===== src/rtl/irws_pkg.sv =====
// shared types and constants for the ir wall sensor sequencer
package irws_pkg;

  localparam int SAMPLE_BITS = 12;
  localparam int NUM_SENSORS = 4;
  localparam int NUM_PHASES  = 10;
  localparam int PHASE_W     = 4;
  localparam int THR_W       = 13;
  localparam int EMIT_W      = 4;
  localparam int DIR_W       = 4;
  localparam int CFG_IDX_W   = 2;
  localparam int DIFF_W      = SAMPLE_BITS + 1;
  localparam int CMP_W       = (DIFF_W > THR_W) ? DIFF_W : THR_W;

  localparam logic [PHASE_W-1:0] LAST_PHASE = PHASE_W'(NUM_PHASES - 1);
  localparam logic [PHASE_W-1:0] DARK_PHASE = PHASE_W'(NUM_PHASES - 2);

  // input operation codes
  localparam logic OP_TICK = 1'b0;
  localparam logic OP_DONE = 1'b1;

  // configuration register indexes
  localparam logic [CFG_IDX_W-1:0] CFG_FRONT_LEFT  = 2'd0;
  localparam logic [CFG_IDX_W-1:0] CFG_LEFT        = 2'd1;
  localparam logic [CFG_IDX_W-1:0] CFG_RIGHT       = 2'd2;
  localparam logic [CFG_IDX_W-1:0] CFG_FRONT_RIGHT = 2'd3;

  // direction bit positions
  localparam int DIR_LEFT_BIT  = 0;
  localparam int DIR_FL_BIT    = 1;
  localparam int DIR_FR_BIT    = 2;
  localparam int DIR_RIGHT_BIT = 3;

  typedef logic [SAMPLE_BITS-1:0]  sample_t;
  typedef logic signed [THR_W-1:0] thr_t;

  // control from the phase sequencer to the classifier
  typedef struct packed {
    logic                            lit_we;
    logic [$clog2(NUM_SENSORS)-1:0]  lit_idx;
    logic                            eval;
  } seq_ctrl_t;

endpackage


===== src/rtl/irws_phase_seq.sv =====
// phase counter, emitter drive, conversion trigger and sticky error flag
module irws_phase_seq (
  input  logic                              clk,
  input  logic                              rst_n,
  input  logic                              step,
  input  logic                              op,
  output irws_pkg::seq_ctrl_t               ctrl,
  output logic [irws_pkg::EMIT_W-1:0]       emitter_nxt,
  output logic                              trigger,
  output logic                              error_nxt
);
  import irws_pkg::*;

  logic [PHASE_W-1:0] phase_r, phase_nxt;
  logic [EMIT_W-1:0]  emitter_r;
  logic               error_r;
  logic [PHASE_W-1:0] phase_inc;

  assign phase_inc = (phase_r == LAST_PHASE) ? '0 : phase_r + PHASE_W'(1);

  always_comb begin
    phase_nxt   = phase_r;
    emitter_nxt = emitter_r;
    trigger     = 1'b0;
    error_nxt   = error_r;
    ctrl        = '0;
    if (op == OP_TICK) begin
      phase_nxt = phase_inc;
      if (phase_inc[0]) begin
        trigger = 1'b1;
      end else if (phase_inc < DARK_PHASE) begin
        emitter_nxt = EMIT_W'(1) << phase_inc[PHASE_W-1:1];
      end else begin
        emitter_nxt = '0;
      end
    end else begin
      // completions only belong to odd phases
      if (!phase_r[0] || phase_r > LAST_PHASE) begin
        error_nxt = 1'b1;
      end else if (phase_r < LAST_PHASE) begin
        ctrl.lit_we  = 1'b1;
        ctrl.lit_idx = phase_r[$clog2(NUM_SENSORS):1];
      end else begin
        ctrl.eval = 1'b1;
      end
    end
  end

  always_ff @(posedge clk) begin
    if (!rst_n) begin
      phase_r   <= '0;
      emitter_r <= '0;
      error_r   <= 1'b0;
    end else if (step) begin
      phase_r   <= phase_nxt;
      emitter_r <= emitter_nxt;
      error_r   <= error_nxt;
    end
  end

endmodule


===== src/rtl/irws_classify.sv =====
// threshold registers, lit reading store and open-direction compare
module irws_classify (
  input  logic                              clk,
  input  logic                              rst_n,
  input  logic                              cfg_we,
  input  logic [irws_pkg::CFG_IDX_W-1:0]    cfg_index,
  input  logic [irws_pkg::THR_W-1:0]        cfg_data,
  input  logic                              step,
  input  irws_pkg::seq_ctrl_t               ctrl,
  input  logic [irws_pkg::SAMPLE_BITS-1:0]  sample [irws_pkg::NUM_SENSORS],
  output logic [irws_pkg::DIR_W-1:0]        dir_nxt,
  output logic                              dir_valid,
  output logic                              dir_changed
);
  import irws_pkg::*;

  thr_t    thr_r [NUM_SENSORS];
  sample_t lit_r [NUM_SENSORS];
  logic [DIR_W-1:0]       last_dir_r;
  logic [NUM_SENSORS-1:0] open_s;

  always_ff @(posedge clk) begin
    if (!rst_n) begin
      for (int k = 0; k < NUM_SENSORS; k++) begin
        thr_r[k] <= '0;
      end
    end else if (cfg_we) begin
      unique case (cfg_index)
        CFG_FRONT_LEFT:  thr_r[0] <= cfg_data;
        CFG_LEFT:        thr_r[1] <= cfg_data;
        CFG_RIGHT:       thr_r[2] <= cfg_data;
        CFG_FRONT_RIGHT: thr_r[3] <= cfg_data;
        default: ;
      endcase
    end
  end

  always_ff @(posedge clk) begin
    if (step && ctrl.lit_we) begin
      lit_r[ctrl.lit_idx] <= sample[ctrl.lit_idx];
    end
  end

  // lit minus dark, compared signed against the threshold
  always_comb begin
    for (int k = 0; k < NUM_SENSORS; k++) begin
      logic signed [CMP_W-1:0] diff;
      diff = CMP_W'(signed'({1'b0, lit_r[k]})) - CMP_W'(signed'({1'b0, sample[k]}));
      open_s[k] = diff > CMP_W'(thr_r[k]);
    end
  end

  always_comb begin
    dir_nxt     = last_dir_r;
    dir_valid   = 1'b0;
    dir_changed = 1'b0;
    if (ctrl.eval) begin
      dir_nxt[DIR_FL_BIT]    = open_s[0];
      dir_nxt[DIR_LEFT_BIT]  = open_s[1];
      dir_nxt[DIR_RIGHT_BIT] = open_s[2];
      dir_nxt[DIR_FR_BIT]    = open_s[3];
      dir_valid   = 1'b1;
      dir_changed = dir_nxt != last_dir_r;
    end
  end

  always_ff @(posedge clk) begin
    if (!rst_n) begin
      last_dir_r <= '0;
    end else if (step) begin
      last_dir_r <= dir_nxt;
    end
  end

endmodule


===== src/rtl/ir_wall_sensor_sequencer_unit.sv =====
// top level: input register, sequencer, classifier and result register
//
//   channel  direction  handshake              payload
//   in_      in         in_valid / in_stall    op, four 12-bit sensor samples
//   out_     out        out_valid / out_stall  emitter, trigger, dirs, error flag
//   cfg_     in         cfg_valid / cfg_ready  2-bit index, 13-bit threshold
//
// an item goes from input transfer into the input register, then through the
// sequencer and compare into the result register. one item per cycle is
// sustained while out_stall is low. rst_n is synchronous and clears phase,
// emitter, direction, error state and thresholds; cfg_ready is always high.
// a stall on the result side backs up through the input register into in_stall.
module ir_wall_sensor_sequencer_unit (
  input  logic                              clk,
  input  logic                              rst_n,
  input  logic                              in_valid,
  output logic                              in_stall,
  input  logic                              in_op,
  input  logic [irws_pkg::SAMPLE_BITS-1:0]  in_sample_front_left,
  input  logic [irws_pkg::SAMPLE_BITS-1:0]  in_sample_left,
  input  logic [irws_pkg::SAMPLE_BITS-1:0]  in_sample_right,
  input  logic [irws_pkg::SAMPLE_BITS-1:0]  in_sample_front_right,
  output logic                              out_valid,
  input  logic                              out_stall,
  output logic [irws_pkg::EMIT_W-1:0]       out_emitter_pattern,
  output logic                              out_adc_trigger,
  output logic [irws_pkg::DIR_W-1:0]        out_avail_dir,
  output logic                              out_dir_valid,
  output logic                              out_dir_changed,
  output logic                              out_adc_error,
  input  logic                              cfg_valid,
  output logic                              cfg_ready,
  input  logic [irws_pkg::CFG_IDX_W-1:0]    cfg_index,
  input  logic [irws_pkg::THR_W-1:0]        cfg_data
);
  import irws_pkg::*;

  logic      s1_valid_r;
  logic      s1_op_r;
  sample_t   s1_sample_r [NUM_SENSORS];
  logic      out_valid_r;
  logic      out_free;
  logic      step;
  logic      in_take;
  seq_ctrl_t ctrl;

  logic [EMIT_W-1:0] emitter_nxt;
  logic              trigger;
  logic              error_nxt;
  logic [DIR_W-1:0]  dir_nxt;
  logic              dir_valid;
  logic              dir_changed;

  logic [EMIT_W-1:0] out_emitter_r;
  logic              out_trigger_r;
  logic [DIR_W-1:0]  out_dir_r;
  logic              out_dir_valid_r;
  logic              out_dir_changed_r;
  logic              out_error_r;

  assign out_free  = !out_valid_r || !out_stall;
  assign step      = s1_valid_r && out_free;
  assign in_stall  = s1_valid_r && !out_free;
  assign in_take   = in_valid && !in_stall;
  assign cfg_ready = 1'b1;

  always_ff @(posedge clk) begin
    if (!rst_n) begin
      s1_valid_r <= 1'b0;
    end else if (!s1_valid_r || out_free) begin
      s1_valid_r <= in_valid;
    end
  end

  always_ff @(posedge clk) begin
    if (in_take) begin
      s1_op_r        <= in_op;
      s1_sample_r[0] <= in_sample_front_left;
      s1_sample_r[1] <= in_sample_left;
      s1_sample_r[2] <= in_sample_right;
      s1_sample_r[3] <= in_sample_front_right;
    end
  end

  irws_phase_seq u_seq (
    .clk         (clk),
    .rst_n       (rst_n),
    .step        (step),
    .op          (s1_op_r),
    .ctrl        (ctrl),
    .emitter_nxt (emitter_nxt),
    .trigger     (trigger),
    .error_nxt   (error_nxt)
  );

  irws_classify u_cls (
    .clk         (clk),
    .rst_n       (rst_n),
    .cfg_we      (cfg_valid && cfg_ready),
    .cfg_index   (cfg_index),
    .cfg_data    (cfg_data),
    .step        (step),
    .ctrl        (ctrl),
    .sample      (s1_sample_r),
    .dir_nxt     (dir_nxt),
    .dir_valid   (dir_valid),
    .dir_changed (dir_changed)
  );

  always_ff @(posedge clk) begin
    if (!rst_n) begin
      out_valid_r <= 1'b0;
    end else if (out_free) begin
      out_valid_r <= s1_valid_r;
    end
  end

  always_ff @(posedge clk) begin
    if (step) begin
      out_emitter_r     <= emitter_nxt;
      out_trigger_r     <= trigger;
      out_dir_r         <= dir_nxt;
      out_dir_valid_r   <= dir_valid;
      out_dir_changed_r <= dir_changed;
      out_error_r       <= error_nxt;
    end
  end

  assign out_valid           = out_valid_r;
  assign out_emitter_pattern = out_emitter_r;
  assign out_adc_trigger     = out_trigger_r;
  assign out_avail_dir       = out_dir_r;
  assign out_dir_valid       = out_dir_valid_r;
  assign out_dir_changed     = out_dir_changed_r;
  assign out_adc_error       = out_error_r;

endmodule

===== config.mk =====
export PLATFORM = sky130hd
export DESIGN_NAME = ir_wall_sensor_sequencer_unit
export DESIGN_NICKNAME = d
export VERILOG_FILES = /design/src/rtl/irws_pkg.sv /design/src/rtl/irws_phase_seq.sv /design/src/rtl/irws_classify.sv /design/src/rtl/ir_wall_sensor_sequencer_unit.sv
export SDC_FILE = /design/constraint.sdc
export NUM_CORES = 1
export LEC_CHECK = 0
export ABC_CLOCK_PERIOD_IN_PS = 8100
export BUFFER_PORTS_ARGS = -buffer_cell sky130_fd_sc_hd__buf_4
export CAP_MARGIN = 15
export CORE_UTILIZATION = 30
export CTS_CLUSTER_DIAMETER = 60
export CTS_CLUSTER_SIZE = 20
export DETAILED_ROUTE_END_ITERATION = 10
export REMOVE_ABC_BUFFERS = 1
export SYNTH_ARGS = -nofsm -noshare
export SYNTH_HDL_FRONTEND = slang
export SYNTH_SLANG_ARGS = --single-unit
export TNS_END_PERCENT = 50

===== constraint.sdc =====
create_clock -name clk -period 8.1 [get_ports clk]
set_input_delay 0.405 -clock clk [delete_from_list [all_inputs] [get_ports clk]]
set_output_delay 0.405 -clock clk [all_outputs]
set_load 0.01 [all_outputs]

* After elaboration in Yosys (flattened, before gate mapping)
Memories as Yosys holds them, arrays and structs flattened.
Index checks and enable logic that the tools add are counted.
** Operators by class
- $add $sub $neg :: 5
- Order comparisons :: 8
- Eq/ne operators :: 5
- Shift-type cells :: 1
- Muxes and demuxes :: 39
- Bitwise gates (word level) :: 6
- Reduce and logical (&&, ||, !) cells :: 15
** Operators with widths (number)
- > comparator 13 bit :: 4
- 2-to-1 mux 13 bit :: 4
- subtractor 12 x 12 -> 13 bit :: 4
- 2-to-1 mux 4 bit :: 7
- binary-select mux 12 bit (select 2 bit) :: 1
- 2-to-1 mux 1 bit :: 24
- 2-to-1 mux 12 bit :: 2
- less-than comparator 4 bit, second input constant :: 2
- zero test 1 bit :: 6
- adder 4 x 1 -> 4 bit, second input constant :: 1
- equality test 2 bit, second input constant :: 2
- equality test 4 bit, second input constant :: 1
- > comparator 4 bit, second input constant :: 1
- logical AND 1 bit :: 4
- inequality test 4 bit :: 1
- bitwise OR 1 bit :: 4
- << shifter 1 x 3 -> 4 bit, first input constant :: 1
- >= comparator 3 bit, second input constant :: 1
- logical OR 1 bit :: 3
- 2-to-1 mux 3 bit :: 1
- NOT 2 -> 3 bit :: 1
- equality test 2 x 1 -> 1 bit, second input constant :: 1
- zero test 2 bit :: 1
- AND reduction 2 bit :: 1
- NOT 1 bit :: 1
** Storage, ports and cells
- Flip-flop bits (word level) :: 76
- RAM bits :: 100
- Output and inout bits :: 15
- Logic and storage cells :: 98
- Memories :: 2
** Memory list
- u_cls.thr_r :: depth 4, width 13, rd ports 4, clocked after memory_dff 0, wr ports 4, RTL line irws_classify.sv:17 : thr_t thr_r [NUM_SENSORS];
- u_cls.lit_r :: depth 4, width 12, rd ports 4, clocked after memory_dff 0, wr ports 1, RTL line irws_classify.sv:18 : sample_t lit_r [NUM_SENSORS];

* Logic depth before layout (Yosys ltp)
- Depth in word-level cells :: 8
- Gate-level depth with buffers :: 18
- Mapped depth without buffers :: 18

* Modules after synthesis
From an unflattened synthesis, not the netlist that was laid out.
** Unflattened totals
- Cell total of the unflattened synthesis :: 886
- Area total of the unflattened synthesis :: 10042.1 um2
** Modules (own cells, without submodules)
- irws_classify :: times used 1, cells an instance 749, area each 7592.3 um2, seq. area each 3083.0 um2
- ir_wall_sensor_sequencer_unit :: times used 1, cells an instance 71, area each 1926.8 um2, seq. area each 1871.8 um2
- irws_phase_seq :: times used 1, cells an instance 66, area each 523.0 um2, seq. area each 180.2 um2

* Worst setup path before layout
Ideal clock, no wire load.
- Path kind :: flip-flop to flip-flop
- From :: register s1_sample_r[12] (netlist name)
- To :: register out_dir_changed_r (netlist: out_dir_changed) (data pin)
- Library setup time :: 264 ps
- Data arrival time :: 3796 ps
- Setup slack :: 4040 ps
- Cell stages (with the launch flop) :: 17
- Path buffers :: 0
- Clock period less this slack :: 4060 ps
- Path through :: edfxtp_1 ha_1 fa_1 nor2b_1 o21ai_1 a21boi_0 o21ai_0 a21oi_1 a311oi_1 a211o_1 ha_1 nand4_2 nor4_4 a21oi_1 a211oi_1 o211ai_1 o41a_1
** Between the ends
- Longest elaborated chain between the ends :: 3
** RTL lines
- start, declared :: RTL line ir_wall_sensor_sequencer_unit.sv:40 : sample_t s1_sample_r [NUM_SENSORS];
- subtractor 12 x 12 -> 13 bit :: RTL line irws_classify.sv:48 : diff = CMP_W'(signed'({1'b0, lit_r[k]})) - CMP_W'(signed'({1'b0, sample[k]}));
- > comparator 13 bit :: RTL line irws_classify.sv:49 : open_s[k] = diff > CMP_W'(thr_r[k]);
- inequality test 4 bit :: RTL line irws_classify.sv:63 : dir_changed = dir_nxt != last_dir_r;
- end signal, assigned :: RTL line ir_wall_sensor_sequencer_unit.sv:124 : out_dir_changed_r <= dir_changed;
- end, declared :: RTL line ir_wall_sensor_sequencer_unit.sv:58 : logic out_dir_changed_r;
No other way between the ends.
A chain may end at the register's enable or synchronous reset.

* Final worst setup path
Ends and elaborated chain as after synthesis.

==> impl_metrics.ini <==
[place]
gp_congestion = 0.9178
port_buffers = 82
placed_area_sq_um = 10990
dp.cells = 1398
dp_worst_setup_slack_ps = 3574
dp_hpwl_um = 20130

[yosys]
yosysUniqueCellTypes = 58
ys_warn_count = 0
synth_mux_area_share_pct = 0.3048
synth_edf_count = 161
synth_top_family_by_area = simple AND/OR/NAND/NOR gates
syn_inst = 893
ys_seq_area_share_pct = 52.12
yosysTopAreaCellShare_pct = 49.07
yosys.area_share.simple_pct = 14.72
synth_commonest_cells = edfxtp_1 (161), inv_1 (118), ha_1 (100)
synth-compound-area-share_pct = 10.90
synthXorXnorAreaFrac_pct = 3.200
syn_avg_cell_area_sq_um = 11.03
synthMostInstantiatedCell = edfxtp_1
yosys.area_share.adder_pct = 13.51
yosys_most_used_dff = edfxtp_1
syn_area_sq_um = 9852
yosysTopAreaCell = edfxtp_1
ys_top_cells_by_area = edfxtp_1 (49%), ha_1 (13%), inv_1 (4.5%)
yosys_register_bits = 176
async_flop_share_pct = 0

[timing]
rsz0062_at_grt = false
setup_viol = 0
final-hold-violation-count = 0
worst_slack_ps = 3535
finalSetupTns_ps = 0
final.min_clock_period_ps = 4565
tightest_slew_ps = 1139
finalCritPeriodShare_pct = 56.36
skew_ps = 10.72
slew_violations = 0
fmax_ghz = 0.2191
max_slew_margin_pct = 23.54

[global_routing]
grt_max_degree = 50
gr-total-overflow = 0
grtUsageTotal_pct = 15.42
grt_pass1_wl_um = 38210
grt_pass1_vias = 6672
grt_antenna_before_repair = 1

[min_path]
hold_path_class = in -> reg

[job]
max_cap_viol_count = 0

[layout]
drive_gt1_share_pct = 13.94
multi_input_area_sq_um = 4220
utilization_pct = 36.34
nFillCells = 3125
final_cells = 1433
area_delta_synth_final_pct = 17.91
nets = 1157
final_area_sq_um = 11620
regArea_sq_um = 5135

[critical_path]
crit_path_start_kind = flop
path_common_cell = ha_1
regToRegSetupSlack_ps = 3540
r2r_cells = 17
reg2reg_to = out_dir_changed
path_delay_family = compound AO/OA/AOI/OAI gates
crit_type = reg -> reg
critical_path_buf_inv_count = 0
cp_data_arrival_time_ps = 4760
cp-endpoint = out_dir_changed
startpoint = s1_sample_r[12]
crit_path_end_kind = flop
crit_cells = 17
rr_startpoint = s1_sample_r[12]
crit_path_max_fanout = 7
max_stage_delay_ps = 420
critical-path-slowest-cell = o41a_1
critical_path_required_ps = 8300
cp_cell_sequence = ha_1, fa_1, nor2b_1, o21ai_1, a21boi_0, o21ai_0, a21oi_1, a311oi_1, a211o_1, ha_1, nand4_2, nor2_1, o211a_1, nor3_1, a211oi_1, o211ai_1, o41a_1

[floorplanning]
die_x_um = 183.2
core_sq_um = 31960
rows = 65
die_y_um = 183.2
start_util_pct = 30.82
dieArea_sq_um = 33570
ios = 84

[drt]
wl_per_cell_um = 17.72
via_per_inst = 4.839
wl_um = 25390
vias = 6935
drt_iter0_markers = 612
dr.pass1.iters = 6
drc = 0
ant_nets = 0

[cts]
cts_sinks = 176
clkTransAtPathRegs_ps = 70
post_cts_buffers = 0
post_cts_resize_count = 0
clk_latency_ps = 440
cts_hold_buf = 0
cts_buffers = 17
clockRootBuffer = clkbuf_16
cts_tree = built
cts_max_level = 4
cts_buffer_depth = 2

[power]
p_leak_nw = 4.914
vdd_drop_max_mv = 0.1546
power_density_nw_per_um2 = 190.6

[run_status]
outcome = complete, no violations
==> how the worst min path moves through the flow <==
stage | start | to | slack (ps) | cells after the start
3_3_place_gp | u_seq.error_r | u_seq.error_r | 480 | 1
4_1_cts | in_sample_front_right[4] | s1_sample_r[4] | 110 | 1
5_1_grt | in_sample_front_right[4] | s1_sample_r[4] | 110 | 1
2_1_floorplan | s1_valid_r | out_valid | 470 | 2
3_5_place_dp | u_seq.error_r | u_seq.error_r | 490 | 1
6_report | in_sample_front_right[4] | s1_sample_r[4] | 130 | 1
==> power breakdown <==
| part | internal (mW) | switching, mW |
|---|---|---|
| combinational | 0.132 | 0.174 |
| clock | 0.466 | 0.381 |
| sequential | 1.04 | 0.0249 |
==> metrics by stage <==
stage	power [mW]	hold slack [ps]
3_5_place_dp	1.384	492.1
3_3_place_gp	1.379	483.3
4_1_cts	2.230	113.8
2_1_floorplan	1.267	472.4
6_report	2.214	130.8
5_1_grt	2.300	113.8
==> cells by family (layout without fill, tap and decap cells) <==
family                     Yosys count  after routing
muxes                                3              3
xor gates and xnor gates            36             36
DFF                                176            176
AOI/OAI and AO/OA                  154            154
buffers and inverters              135            239
and+or+nand+nor                    284            284
adders and majority gates          104            104
other                                1              2
==> sequential cells by signal, indices dropped and copies added (netlist names) <==
signal	count
out_adc_error	1
out_adc_trigger	1
out_avail_dir	4
out_dir_changed	1
out_dir_valid	1
out_emitter_pattern	4
out_valid	1
s1_op_r	1
s1_sample_r	48
s1_valid_r	1
u_cls.last_dir_r	4
u_cls.lit_r	48
u_cls.thr_r	52
u_seq.emitter_r	4
u_seq.error_r	1
u_seq.phase_r	4
==> layout make-up <==
| type | instances | area share (%) |
|---|---|---|
| Sequential cell | 176 | 44.21 |
| Antenna cell | 1 | 0.02154 |
| Tap cell | 435 | 4.685 |
| Clock inverter | 15 | 1.530 |
| Clock buffer | 17 | 3.662 |
| Timing Repair Buffer | 88 | 5.720 |
| Multi-Input combinational cell | 582 | 36.33 |
| Inverter | 119 | 3.845 |
==> routing by layer <==
layer / GRT usage [%] / vias up / wire (um)
met2: 25.55 / 233 / 12170
met1: 20.12 / 3318 / 11270
met4: 5.667 / 0 / 520
met3: 2.661 / 29 / 1432
met5: 0 / - / 0
li1: - / 3355 / -
==> layout by cell type, fill, tap and decap left out, drive strengths merged, types with 6 or more instances in the layout <==
| cell type | instances |
|---|---|
| nor3 | 22 |
| nor2 | 48 |
| nand3 | 13 |
| buf | 88 |
| a222oi | 12 |
| edfxtp | 161 |
| ha | 100 |
| and2 | 63 |
| nand2b | 6 |
| o21ai | 35 |
| o211a | 6 |
| a21o | 7 |
| inv | 125 |
| nand2 | 76 |
| clkinv | 6 |
| clkbuf | 17 |
| dfxtp | 15 |
| nor2b | 21 |
| or2 | 9 |
| xor2 | 6 |
| nand4 | 8 |
| a21oi | 42 |
| or3 | 7 |
| xnor2 | 30 |
| a21boi | 6 |
(Power assumes the default switching activity.)
